===== config.mk =====
export PLATFORM = sky130hd
export DESIGN_NAME = pulse_width_moving_average_top
export DESIGN_NICKNAME = d
export VERILOG_FILES = /design/src/rtl/pwma_pkg.sv /design/src/rtl/pwma_fifo.sv /design/src/rtl/pulse_width_moving_average_top.sv
export SDC_FILE = /design/constraint.sdc
export NUM_CORES = 2
export LEC_CHECK = 0
export ABC_CLOCK_PERIOD_IN_PS = 5800
export BUFFER_PORTS_ARGS = -buffer_cell sky130_fd_sc_hd__buf_4
export CELL_PAD_IN_SITES_DETAIL_PLACEMENT = 1
export CELL_PAD_IN_SITES_GLOBAL_PLACEMENT = 2
export CORE_UTILIZATION = 38
export CTS_CLUSTER_SIZE = 12
export DETAILED_ROUTE_END_ITERATION = 6
export GPL_ROUTABILITY_DRIVEN = 0
export PLACE_DENSITY_LB_ADDON = 0.1
export SYNTH_ARGS = -nofsm -noshare
export SYNTH_HDL_FRONTEND = slang
export SYNTH_SLANG_ARGS = --single-unit

===== constraint.sdc =====
create_clock -name clk -period 5.8 [get_ports clk]
set_input_delay 0.29 -clock clk [delete_from_list [all_inputs] [get_ports clk]]
set_output_delay 0.29 -clock clk [all_outputs]
set_load 0.005 [all_outputs]

===== src/rtl/pwma_pkg.sv =====
`timescale 1ns / 1ps
`default_nettype none

package pwma_pkg;

  localparam int WIDTH_W = 16;
  localparam int SUM_W = 20;
  localparam int MASS_W = 15;

  localparam int WINDOW_DEFAULT = 10;
  localparam int FIFO_DEPTH_DEFAULT = 16;

  localparam logic [WIDTH_W-1:0] MIN_WIDTH_RESET = 16'd8000;

  // mass = avg * MASS_NUM / MASS_DEN via reciprocal multiply and one correction
  localparam int SCALED_W = 30;
  localparam int RECIP_W = 31;
  localparam int MASS_SHIFT = 45;
  localparam int MASS_PROD_W = SCALED_W + RECIP_W;
  localparam logic [13:0] MASS_NUM = 14'd10000;
  localparam logic [14:0] MASS_DEN = 15'd21178;
  localparam logic [RECIP_W-1:0] MASS_RECIP = RECIP_W'((64'd1 << MASS_SHIFT) / 64'd21178);

  typedef struct packed {
    logic               accepted;
    logic [WIDTH_W-1:0] last_width;
    logic               averaging;
    logic               avg_on;
  } meta_t;

  typedef struct packed {
    logic               accepted;
    logic [WIDTH_W-1:0] last_width;
    logic [WIDTH_W-1:0] average_width;
    logic               averaging;
    logic [MASS_W-1:0]  mass_grams;
  } result_t;

endpackage

`default_nettype wire


===== src/rtl/pwma_fifo.sv =====
`timescale 1ns / 1ps
`default_nettype none

module pwma_fifo
  import pwma_pkg::*;
#(
  parameter int DEPTH = FIFO_DEPTH_DEFAULT
) (
  input  wire logic    clk,
  input  wire logic    rst,
  input  wire logic    push,
  input  wire result_t push_data,
  input  wire logic    pop,
  output      logic    pop_valid,
  output      result_t pop_data
);

  localparam int PTR_W = (DEPTH > 1) ? $clog2(DEPTH) : 1;
  localparam int CNT_W = $clog2(DEPTH + 1);
  localparam logic [PTR_W-1:0] PTR_LAST = PTR_W'(DEPTH - 1);

  result_t              entries [DEPTH];
  logic [PTR_W-1:0]     head;
  logic [PTR_W-1:0]     tail;
  logic [CNT_W-1:0]     count;

  always_ff @(posedge clk) begin
    if (push) begin
      entries[tail] <= push_data;
    end
  end

  always_ff @(posedge clk) begin
    if (rst) begin
      head  <= '0;
      tail  <= '0;
      count <= '0;
    end else begin
      if (push) begin
        tail <= (tail == PTR_LAST) ? '0 : tail + 1'b1;
      end
      if (pop) begin
        head <= (head == PTR_LAST) ? '0 : head + 1'b1;
      end
      count <= count + CNT_W'(push) - CNT_W'(pop);
    end
  end

  assign pop_valid = (count != '0);
  assign pop_data  = entries[head];

endmodule

`default_nettype wire


===== src/rtl/pulse_width_moving_average_top.sv =====
`timescale 1ns / 1ps
`default_nettype none

// pulse width moving average over WINDOW samples
// input channel: in_valid / in_stall carry one capture_width per transaction.
//   every transaction yields exactly one result transaction, in order.
// output channel: out_valid / out_stall carry accepted, last_width,
//   average_width, averaging and mass_grams.
// config channel: cfg_valid / cfg_ready write min_width; cfg_ready is always
//   high, write only while no transactions are in flight.
// throughput: one transaction per cycle unless stalled; the ring sits in a
//   one-port-read, one-port-write memory, read in the accept cycle and
//   written back in the next cycle, with a forward path for back-to-back
//   hits on the same slot.
// pipeline: ring read, sum update, divide by WINDOW in two steps, mass
//   scaling in three steps, then the output queue.
// stall: results wait in a FIFO_DEPTH-entry output queue; in_stall rises
//   only when FIFO_DEPTH transactions are in flight or queued, so a
//   FIFO_DEPTH above 8 keeps the full rate when the receiver never stalls.
// reset: synchronous, clears the sum, counters, held values and the queue;
//   min_width returns to 8000. ring contents need no clearing.

module pulse_width_moving_average_top
  import pwma_pkg::*;
#(
  parameter int WINDOW     = WINDOW_DEFAULT,
  parameter int FIFO_DEPTH = FIFO_DEPTH_DEFAULT
) (
  input  wire logic               clk,
  input  wire logic               rst,
  // configuration write
  input  wire logic               cfg_valid,
  output      logic               cfg_ready,
  input  wire logic [WIDTH_W-1:0] cfg_min_width,
  // input transactions
  input  wire logic               in_valid,
  output      logic               in_stall,
  input  wire logic [WIDTH_W-1:0] capture_width,
  // result transactions
  output      logic               out_valid,
  input  wire logic               out_stall,
  output      logic               accepted,
  output      logic [WIDTH_W-1:0] last_width,
  output      logic [WIDTH_W-1:0] average_width,
  output      logic               averaging,
  output      logic [MASS_W-1:0]  mass_grams
);

  localparam int SLOT_W = (WINDOW > 1) ? $clog2(WINDOW) : 1;
  localparam int COUNT_W = $clog2(WINDOW + 1);
  localparam int OCC_W = $clog2(FIFO_DEPTH + 1);
  localparam int DIV_PROD_W = 2 * SUM_W + 1;
  localparam logic [COUNT_W-1:0] FILL_FULL = COUNT_W'(WINDOW);
  localparam logic [SLOT_W-1:0] SLOT_LAST = SLOT_W'(WINDOW - 1);
  localparam logic [SUM_W-1:0] WINDOW_SUM = SUM_W'(WINDOW);
  // floor(2^SUM_W / WINDOW): estimate is at most one below the true quotient
  localparam logic [SUM_W:0] DIV_RECIP = (SUM_W + 1)'((64'd1 << SUM_W) / WINDOW);

  // ---------------------------------------------------------------
  // configuration register
  // ---------------------------------------------------------------
  logic [WIDTH_W-1:0] min_width;

  assign cfg_ready = 1'b1;

  always_ff @(posedge clk) begin
    if (rst) begin
      min_width <= MIN_WIDTH_RESET;
    end else if (cfg_valid && cfg_ready) begin
      min_width <= cfg_min_width;
    end
  end

  // ---------------------------------------------------------------
  // flow control: everything accepted and not yet delivered
  // ---------------------------------------------------------------
  logic             in_fire;
  logic             out_fire;
  logic [OCC_W-1:0] occ;

  assign in_stall = (occ == OCC_W'(FIFO_DEPTH));
  assign in_fire  = in_valid && !in_stall;
  assign out_fire = out_valid && !out_stall;

  always_ff @(posedge clk) begin
    if (rst) begin
      occ <= '0;
    end else begin
      occ <= occ + OCC_W'(in_fire) - OCC_W'(out_fire);
    end
  end

  // ---------------------------------------------------------------
  // accept stage: threshold, slot selection, ring read, fill control
  // ---------------------------------------------------------------
  logic [WIDTH_W-1:0] held_raw;
  logic [WIDTH_W-1:0] held_raw_next;
  logic [COUNT_W-1:0] fill_count;
  logic [COUNT_W-1:0] fill_count_next;
  logic [SLOT_W-1:0]  oldest;
  logic [SLOT_W-1:0]  oldest_next;
  logic               avg_started;
  logic               avg_started_next;

  logic               acc0;
  logic               full0;
  logic               upd0;
  logic [SLOT_W-1:0]  slot0;
  meta_t              meta0;

  always_comb begin
    acc0  = (capture_width > min_width);
    full0 = (fill_count == FILL_FULL);
    upd0  = acc0 && full0;
    slot0 = full0 ? oldest : fill_count[SLOT_W-1:0];

    held_raw_next    = held_raw;
    fill_count_next  = fill_count;
    oldest_next      = oldest;
    avg_started_next = avg_started;
    if (acc0) begin
      held_raw_next = capture_width;
      if (full0) begin
        oldest_next      = (oldest == SLOT_LAST) ? '0 : oldest + 1'b1;
        avg_started_next = 1'b1;
      end else begin
        fill_count_next = fill_count + 1'b1;
      end
    end

    meta0.accepted   = acc0;
    meta0.last_width = held_raw_next;
    meta0.averaging  = (fill_count_next == FILL_FULL);
    meta0.avg_on     = avg_started_next;
  end

  always_ff @(posedge clk) begin
    if (rst) begin
      held_raw    <= '0;
      fill_count  <= '0;
      oldest      <= '0;
      avg_started <= 1'b0;
    end else if (in_fire) begin
      held_raw    <= held_raw_next;
      fill_count  <= fill_count_next;
      oldest      <= oldest_next;
      avg_started <= avg_started_next;
    end
  end

  // ---------------------------------------------------------------
  // sample ring memory, read at accept, written in the next cycle
  // ---------------------------------------------------------------
  logic [WIDTH_W-1:0] ring [WINDOW];
  logic [WIDTH_W-1:0] rd_data;
  logic               fwd_hit;
  logic [WIDTH_W-1:0] fwd_data;

  logic               p1_valid;
  logic               p1_upd;
  logic [SLOT_W-1:0]  p1_slot;
  logic [WIDTH_W-1:0] p1_width;
  meta_t              p1_meta;
  logic               p1_write;

  assign p1_write = p1_valid && p1_meta.accepted;

  always_ff @(posedge clk) begin
    if (p1_write) begin
      ring[p1_slot] <= p1_width;
    end
    rd_data <= ring[slot0];
  end

  // the slot being written this cycle may be the one just read
  always_ff @(posedge clk) begin
    if (rst) begin
      fwd_hit <= 1'b0;
    end else begin
      fwd_hit <= p1_write && (p1_slot == slot0);
    end
    fwd_data <= p1_width;
  end

  always_ff @(posedge clk) begin
    if (rst) begin
      p1_valid <= 1'b0;
    end else begin
      p1_valid <= in_fire;
    end
    p1_upd   <= upd0;
    p1_slot  <= slot0;
    p1_width <= capture_width;
    p1_meta  <= meta0;
  end

  // ---------------------------------------------------------------
  // running sum of accepted samples: once the ring is full, drop the oldest sample; add the new one
  // ---------------------------------------------------------------
  logic [WIDTH_W-1:0] old_sample;
  logic [SUM_W-1:0]   running_sum;
  logic [SUM_W-1:0]   running_sum_next;

  logic               p2_valid;
  meta_t              p2_meta;

  always_comb begin
    old_sample       = fwd_hit ? fwd_data : rd_data;
    running_sum_next = running_sum + SUM_W'(p1_width);
    if (p1_upd) begin
      running_sum_next = running_sum_next - SUM_W'(old_sample);
    end
  end

  always_ff @(posedge clk) begin
    if (rst) begin
      running_sum <= '0;
      p2_valid    <= 1'b0;
    end else begin
      if (p1_write) begin
        running_sum <= running_sum_next;
      end
      p2_valid <= p1_valid;
    end
    p2_meta <= p1_meta;
  end

  // ---------------------------------------------------------------
  // average = sum / WINDOW: reciprocal multiply, then one correction
  // ---------------------------------------------------------------
  logic [DIV_PROD_W-1:0] div_prod;

  logic                  p3_valid;
  meta_t                 p3_meta;
  logic [SUM_W-1:0]      p3_sum;
  logic [DIV_PROD_W-1:0] p3_prod;

  assign div_prod = DIV_PROD_W'(running_sum) * DIV_PROD_W'(DIV_RECIP);

  always_ff @(posedge clk) begin
    if (rst) begin
      p3_valid <= 1'b0;
    end else begin
      p3_valid <= p2_valid;
    end
    p3_meta <= p2_meta;
    p3_sum  <= running_sum;
    p3_prod <= div_prod;
  end

  logic [SUM_W-1:0]   quot_est;
  logic [SUM_W-1:0]   quot_rem;
  logic [SUM_W-1:0]   quot_fix;

  logic               p4_valid;
  meta_t              p4_meta;
  logic [WIDTH_W-1:0] p4_avg;

  always_comb begin
    quot_est = p3_prod[2*SUM_W-1:SUM_W];
    quot_rem = p3_sum - quot_est * WINDOW_SUM;
    quot_fix = quot_est + SUM_W'(quot_rem >= WINDOW_SUM);
  end

  // held average stays zero until the first full-window update
  always_ff @(posedge clk) begin
    if (rst) begin
      p4_valid <= 1'b0;
    end else begin
      p4_valid <= p3_valid;
    end
    p4_meta <= p3_meta;
    p4_avg  <= p3_meta.avg_on ? quot_fix[WIDTH_W-1:0] : '0;
  end

  // ---------------------------------------------------------------
  // mass = avg * 10000 / 21178 in three steps
  // ---------------------------------------------------------------
  logic                   p5_valid;
  meta_t                  p5_meta;
  logic [WIDTH_W-1:0]     p5_avg;
  logic [SCALED_W-1:0]    p5_scaled;

  always_ff @(posedge clk) begin
    if (rst) begin
      p5_valid <= 1'b0;
    end else begin
      p5_valid <= p4_valid;
    end
    p5_meta   <= p4_meta;
    p5_avg    <= p4_avg;
    p5_scaled <= SCALED_W'(p4_avg) * SCALED_W'(MASS_NUM);
  end

  logic                   p6_valid;
  meta_t                  p6_meta;
  logic [WIDTH_W-1:0]     p6_avg;
  logic [SCALED_W-1:0]    p6_scaled;
  logic [MASS_PROD_W-1:0] p6_prod;

  always_ff @(posedge clk) begin
    if (rst) begin
      p6_valid <= 1'b0;
    end else begin
      p6_valid <= p5_valid;
    end
    p6_meta   <= p5_meta;
    p6_avg    <= p5_avg;
    p6_scaled <= p5_scaled;
    p6_prod   <= MASS_PROD_W'(p5_scaled) * MASS_PROD_W'(MASS_RECIP);
  end

  logic [MASS_PROD_W-MASS_SHIFT-1:0] mass_est;

  logic                   p7_valid;
  meta_t                  p7_meta;
  logic [WIDTH_W-1:0]     p7_avg;
  logic [SCALED_W-1:0]    p7_scaled;
  logic [MASS_PROD_W-MASS_SHIFT-1:0] p7_quot;
  logic [SCALED_W-1:0]    p7_back;

  assign mass_est = p6_prod[MASS_PROD_W-1:MASS_SHIFT];

  always_ff @(posedge clk) begin
    if (rst) begin
      p7_valid <= 1'b0;
    end else begin
      p7_valid <= p6_valid;
    end
    p7_meta   <= p6_meta;
    p7_avg    <= p6_avg;
    p7_scaled <= p6_scaled;
    p7_quot   <= mass_est;
    p7_back   <= SCALED_W'(mass_est) * SCALED_W'(MASS_DEN);
  end

  // estimate may be one low: fix with a single compare
  logic [SCALED_W-1:0] mass_rem;
  logic [MASS_PROD_W-MASS_SHIFT-1:0] mass_fix;
  result_t             result;

  always_comb begin
    mass_rem = p7_scaled - p7_back;
    mass_fix = p7_quot + (MASS_PROD_W - MASS_SHIFT)'(mass_rem >= SCALED_W'(MASS_DEN));

    result.accepted      = p7_meta.accepted;
    result.last_width    = p7_meta.last_width;
    result.average_width = p7_avg;
    result.averaging     = p7_meta.averaging;
    result.mass_grams    = mass_fix[MASS_W-1:0];
  end

  // ---------------------------------------------------------------
  // output queue
  // ---------------------------------------------------------------
  result_t out_data;

  pwma_fifo #(
    .DEPTH (FIFO_DEPTH)
  ) u_out_fifo (
    .clk       (clk),
    .rst       (rst),
    .push      (p7_valid),
    .push_data (result),
    .pop       (out_fire),
    .pop_valid (out_valid),
    .pop_data  (out_data)
  );

  assign accepted      = out_data.accepted;
  assign last_width    = out_data.last_width;
  assign average_width = out_data.average_width;
  assign averaging     = out_data.averaging;
  assign mass_grams    = out_data.mass_grams;

`ifndef SYNTHESIS
  a_occ_bound: assert property (@(posedge clk) disable iff (rst)
    occ <= OCC_W'(FIFO_DEPTH))
    else $error("in-flight count exceeds queue depth");

  a_out_occ: assert property (@(posedge clk) disable iff (rst)
    out_valid |-> (occ != '0))
    else $error("result offered with nothing in flight");

  a_fill_bound: assert property (@(posedge clk) disable iff (rst)
    (fill_count <= FILL_FULL) && (oldest <= SLOT_LAST))
    else $error("fill count or oldest slot out of range");

  a_upd_full: assert property (@(posedge clk) disable iff (rst)
    (p1_valid && p1_upd) |-> (fill_count == FILL_FULL))
    else $error("ring replacement while ring not full");

  a_fwd_src: assert property (@(posedge clk) disable iff (rst)
    fwd_hit |-> ($past(p1_valid) && $past(p1_meta.accepted)))
    else $error("forward taken without a ring write");
`endif

endmodule

`default_nettype wire

== After elaboration in Yosys (flattened, before gate mapping) ==
Memory sizes are Yosys's and may differ from the RTL's. A register that Yosys moved wholly into a read port is not among the register bits.
Index checks and enable logic that the tools add are counted.

* Bits of input ports: 37
* Register bits after elaboration: 552
* Word-level logic and storage cells: 115
* Memories: 2
* Output and inout bits: 52
* RAM bits: 944

* Muxes and demuxes: 17
* Eq/ne operators: 7
* Multiply operators: 5
* Magnitude comparators: 3
* Reductions and logical operators: 9
* Add/sub/neg operators: 14

{| class="wikitable"
|+ Memories
! name !! depth !! bits a word !! read ports !! clocked after memory_dff !! write ports !! RTL line !! RTL
|-
| u_out_fifo.entries || 16 || 49 || 1 || 1 || 1 || pwma_fifo.sv:22 || <nowiki>result_t entries [DEPTH];</nowiki>
|-
| ring || 10 || 16 || 1 || 1 || 1 || pulse_width_moving_average_top.sv:154 || <nowiki>logic [WIDTH_W-1:0] ring [WINDOW];</nowiki>
|}

{| class="wikitable"
|+ Operators by type and width
! kind !! number
|-
| $mul 26x30->56 const B || 1
|-
| $mul 20x17->37 const B || 1
|-
| $mux 16 || 2
|-
| $mux 4 || 8
|-
| $ge 30x15->1 const B || 1
|-
| $sub 30x30->30 || 1
|-
| $mul 16x14->29 const B || 1
|-
| $mul 16x10->26 const B || 1
|-
| $add 20x16->20 || 1
|-
| $eq 4x4->1 const B || 5
|-
| $ge 20x4->1 const B || 1
|-
| $mux 20 || 1
|-
| $sub 20x16->20 || 1
|-
| $sub 20x20->20 || 1
|-
| $mul 17x3->19 const B || 1
|-
| $add 16x1->16 || 1
|-
| $add 4x1->4 const B || 4
|-
| $gt 16x16->1 || 1
|-
| $add 15x1->15 || 1
|-
| $add 5x1->5 || 2
|-
| $sub 5x1->5 || 2
|-
| $mux 1 || 6
|-
| $eq 5x5->1 const B || 1
|-
| $logic_and 1x1->1 || 5
|-
| 4 further kinds || 5
|}

== Logic depth before layout (Yosys ltp) ==
* Depth after elaboration: 5
* Gate-level depth with buffers: 30
* Depth with buffers taken out: 30

== By module ==
Synthesis repeated with hierarchy kept, for this count alone.

* Cell total of the unflattened synthesis: 5597
* Area, all modules: 75329.7 um^2

{| class="wikitable"
|+ By module, submodules not included
! module !! times used !! sequential area each (um^2) !! area an instance (um^2) !! cells an instance
|-
| pulse_width_moving_average_top || 1 || 14413.8 || 45160.8 || 4295
|-
| pwma_fifo || 1 || 23882.9 || 30168.9 || 1302
|}

== Worst setup path before layout ==
Ideal clock, no wire load.

* Path type: register to register
* From: reg p5_scaled[22]
* To: reg p6_prod[59]
* Required time: 5.705 ns
* Cell stages (with the launch flop): 24
* Arrival time: 6.303 ns
* Path buffers: 0
* Setup slack: -0.598 ns
* Period minus slack after synthesis: 6.398 ns
* Setup time: 0.095 ns
* Path through: dfxtp_1 > inv_1 > ha_1 > inv_1 > fa_1 > fa_1 > inv_1 > fa_1 > fa_1 > inv_1 > fa_1 > fa_1 > ha_1 > a21oi_1 > o21ai_1 > a2111oi_0 > nand2_1 > nor4_4 > nor3_2 > o2111a_1 > o31a_1 > o31a_1 > or4_1 > o311ai_1

* Cells in the longest elaborated chain, start to end: 1

{| class="wikitable"
|+ RTL lines
! item !! RTL line !! RTL
|-
| start, declared || pulse_width_moving_average_top.sv:282 || <nowiki>logic [SCALED_W-1:0] p5_scaled;</nowiki>
|-
| start signal, assigned || pulse_width_moving_average_top.sv:292 || <nowiki>p5_scaled <= SCALED_W'(p4_avg) * SCALED_W'(MASS_NUM);</nowiki>
|-
| $mul 26x30->56 || pulse_width_moving_average_top.sv:310 || <nowiki>p6_prod <= MASS_PROD_W'(p5_scaled) * MASS_PROD_W'(MASS_RECIP);</nowiki>
|-
| end signal, assigned || pulse_width_moving_average_top.sv:310 ||
|-
| end, declared || pulse_width_moving_average_top.sv:299 || <nowiki>logic [MASS_PROD_W-1:0] p6_prod;</nowiki>
|}

Every way passes these cells.
A chain may end at the register's enable or synchronous reset.

== Worst setup path in the final report ==
* From: reg p5_scaled[13]
* To: reg p6_prod[59]

Same word-level chain as after synthesis.

==> impl_metrics.json <==
{
  "hold_path.class": "in -> reg",
  "synthesis.instances": 5469,
  "ff_latch_area_um2": 38370,
  "path_class": "reg -> reg",
  "first_pass_iters": 5,
  "slew_viol_final": 0,
  "relSlewSlack_pct": 19.80,
  "drt-total-wl_um": 195800,
  "nFillCells": 19830,
  "finalCritPeriodShare_pct": 112.7,
  "vias": 43950,
  "insertion_delay_ps": 780,
  "synth-async-reset-ratio_pct": 0,
  "die_y_um": 446.4,
  "status": "finished, violations left",
  "synth-main-ff-cell": "edfxtp_1",
  "cts_tree": "yes",
  "rows": 162,
  "ant_nets": 0,
  "dp_hpwl_um": 139000,
  "period_minus_slack_ps": 6536,
  "cp-start-kind": "flop",
  "area_growth_syn_to_layout_pct": 19.06,
  "syn-num-nets": 6685,
  "numClockSinks": 1441,
  "synth-edff-count": 944,
  "critical_path.max_fanout": 4,
  "leakagePower_nw": 37.94,
  "clockRootBuffer": "clkbuf_16",
  "ys_seq_area_share_pct": 51.04,
  "fin_skew_ps": 44.66,
  "vias_per_cell": 4.941,
  "antenna_found_initial": 6,
  "clk_path_buf_depth": 3,
  "grt_pass1_vias": 47940,
  "pre_cts_ws_ps": -986.1,
  "synth_warnings": 0,
  "syn_avg_cell_area_um2": 13.72,
  "fin_nets": 7356,
  "initial_core_util_pct": 38.36,
  "cp.required_ps": 6470,
  "grt_max_degree": 104,
  "max_freq_mhz": 153.0,
  "htree_levels": 4,
  "die-width_um": 446.4,
  "end_kind": "flop",
  "layout-drive-gt1-share_pct": 20.70,
  "hold_viol_final": 0,
  "synth_cell_types": 78,
  "arrival_ps": 7210,
  "ys_ff_latch": 1441,
  "finalSetupViolCount": 14,
  "ir_worst_vdd_mv": 0.3010,
  "syn_area_um2": 75040,
  "drt-wirelength-per-cell_um": 22.01,
  "boundaryPins": 89,
  "grt_pass1_wl_um": 296800,
  "rsz0062_at_grt": "true",
  "initialDrtViolationCount": 2093,
  "port_buffers": 87,
  "power_density_nw_per_um2": 301.1,
  "timing.final.ws_setup_ps": -736.4,
  "grt_util_all_layers_pct": 19.88,
  "tightest_slew_ps": 1194,
  "core_area_um2": 195600,
  "drv_cap": 0,
  "power.total_mw": 26.89,
  "grt.overflow.total": 0,
  "drc": 0,
  "dieArea_um2": 199200,
  "violations": "setup timing",
  "multi_input_area_um2": 34460,
  "numCtsBuffers": 159,
  "path_clk_slew_ps": 60
}
cell families (layout without fill, tap and decap cells):
group | after synthesis | after routing | share of synthesized area, %
flip-flops | 1441 | 1441 | 51.04
other | 1 | 2 | 0.004998
XOR/XNOR | 183 | 183 | 2.136
AND/OR/NAND/NOR | 896 | 896 | 5.556
adder cells (fa/ha/maj) | 1179 | 1179 | 23.84
buffers and inverters | 924 | 1725 | 4.627
multiplexers | 287 | 287 | 7.917
AO/OA/AOI/OAI | 558 | 558 | 4.879
cells in the final DEF, fill, tap and decap left out, drive strengths merged, types with 172 or more instances in the layout:
cell    instances
nand2         361
mux4          245
a21oi         178
fa            418
buf           566
inv           806
nor2          172
clkbuf        245
dfxtp         497
ha            761
edfxtp        944
flip-flops by register name, summed over array words and instances (netlist names), 18 cells and up, named ones only:
name	count
p3_sum	19
ring	160
p7_back	27
p1_meta	19
p5_scaled	22
p3_meta	19
p7_meta	18
u_out_fifo.entries	784
p6_meta	18
p7_scaled	22
p5_meta	18
p2_meta	19
p4_meta	18
p6_scaled	22
running_sum	20
where the power goes:
group          internal [mW]  leakage [nW]  switching [mW]
logic                   2.64          22.8            2.86
registers               11.3          12.7           0.353
clock network           5.62          2.48            4.16
cells in the mapped netlist (all sizes together) (16+ instances only):
| master | instances | area [um2] |
|---|---|---|
| a21oi | 178 | 890.9 |
| edfxtp | 944 | 28350 |
| xor2 | 56 | 490.5 |
| o21ai | 86 | 430.4 |
| xnor2 | 127 | 1112 |
| a311oi | 39 | 341.6 |
| ha | 761 | 9522 |
| and3 | 35 | 219.0 |
| and2 | 41 | 259.0 |
| nand2 | 361 | 1355 |
| o21a | 31 | 232.7 |
| nand2b | 31 | 193.9 |
| a211oi | 32 | 240.2 |
| a31oi | 29 | 181.4 |
| nand3 | 82 | 410.4 |
| mux4 | 245 | 5518 |
| or3 | 16 | 100.1 |
| mux2i | 40 | 400.4 |
| nor3 | 57 | 290.3 |
| fa | 418 | 8368 |
| dfxtp | 497 | 9950 |
| a21o | 56 | 420.4 |
| inv | 800 | 3003 |
| buf | 26 | 101.4 |
| nand4 | 22 | 137.6 |
| nor2b | 37 | 231.5 |
| clkbuf | 96 | 360.4 |
| nor2 | 172 | 645.6 |
final timing paths:
path            startpoint           to  slack [ps]  depth (start not counted)
min              out_stall         flop          50                          4
max reg2reg  p5_scaled[13]  p6_prod[59]        -740                         25
min reg2reg      p5_avg[4]    p6_avg[4]         290                          0
max          p5_scaled[13]  p6_prod[59]        -740                         25
critical path, stage by stage (launching register included):
cell and delay (ps):
dfxtp_4 370, inv_4 40, ha_4 230, fa_1 480
inv_1 50, fa_1 490, inv_2 40, fa_1 540
inv_2 50, fa_1 500, inv_2 40, fa_2 540
fa_1 430, inv_2 80, ha_4 190, a21oi_2 140
o21ai_2 70, a211oi_2 210, nand2_1 130, nor4_4 250
nor3_4 110, o2111a_1 270, o31a_1 270, o31a_1 350
or4_1 480, o311ai_1 100
area by class of cell:
cell class,instances,share of cell area [%]
Antenna cell,1,0.002801
Clock buffer,245,5.167
Clock inverter,46,0.5602
Inverter,802,3.377
Multi-Input combinational cell,3104,38.58
Sequential cell,1441,42.95
Tap cell,2624,3.675
Timing Repair Buffer,632,5.693
per-layer routing:
metal  vias up  wire length [um]  GRT usage, %  part of all wire (%)
li1      20700                 -             -                     -
met1     22540             91110         27.67                    47
met2       527             95650         33.15                    49
met3       185              5696         2.478                   2.9
met4         2              3327         4.347                   1.7
met5         -                13             0                0.0066
metrics by stage:
stage,TNS (ps),std cells,hold slack [ps],cell area [um2],util (%)
2_1_floorplan,-1094,5469,309.6,75090,-
3_3_place_gp,-13460,8502,310.4,82130,41.99
3_5_place_dp,-13640,8502,313.5,82130,41.99
4_1_cts,-5093,8884,4.645,88700,45.35
5_1_grt,-10910,8895,41.28,89340,45.67
6_report,-3881,8895,47.62,89340,45.67
what timing repair did:
action / 4_1_cts / 5_1_grt
endpoints found under the hold margin: 70 / 0
buffers inserted: 26 / 18
pin swaps: 78 / 116
hold buffers: 66 / 0
gates resized for setup: 133 / 121
endpoints found under the setup margin: 39 / 99
No activity file was read; power rests on OpenSTA's default activity.
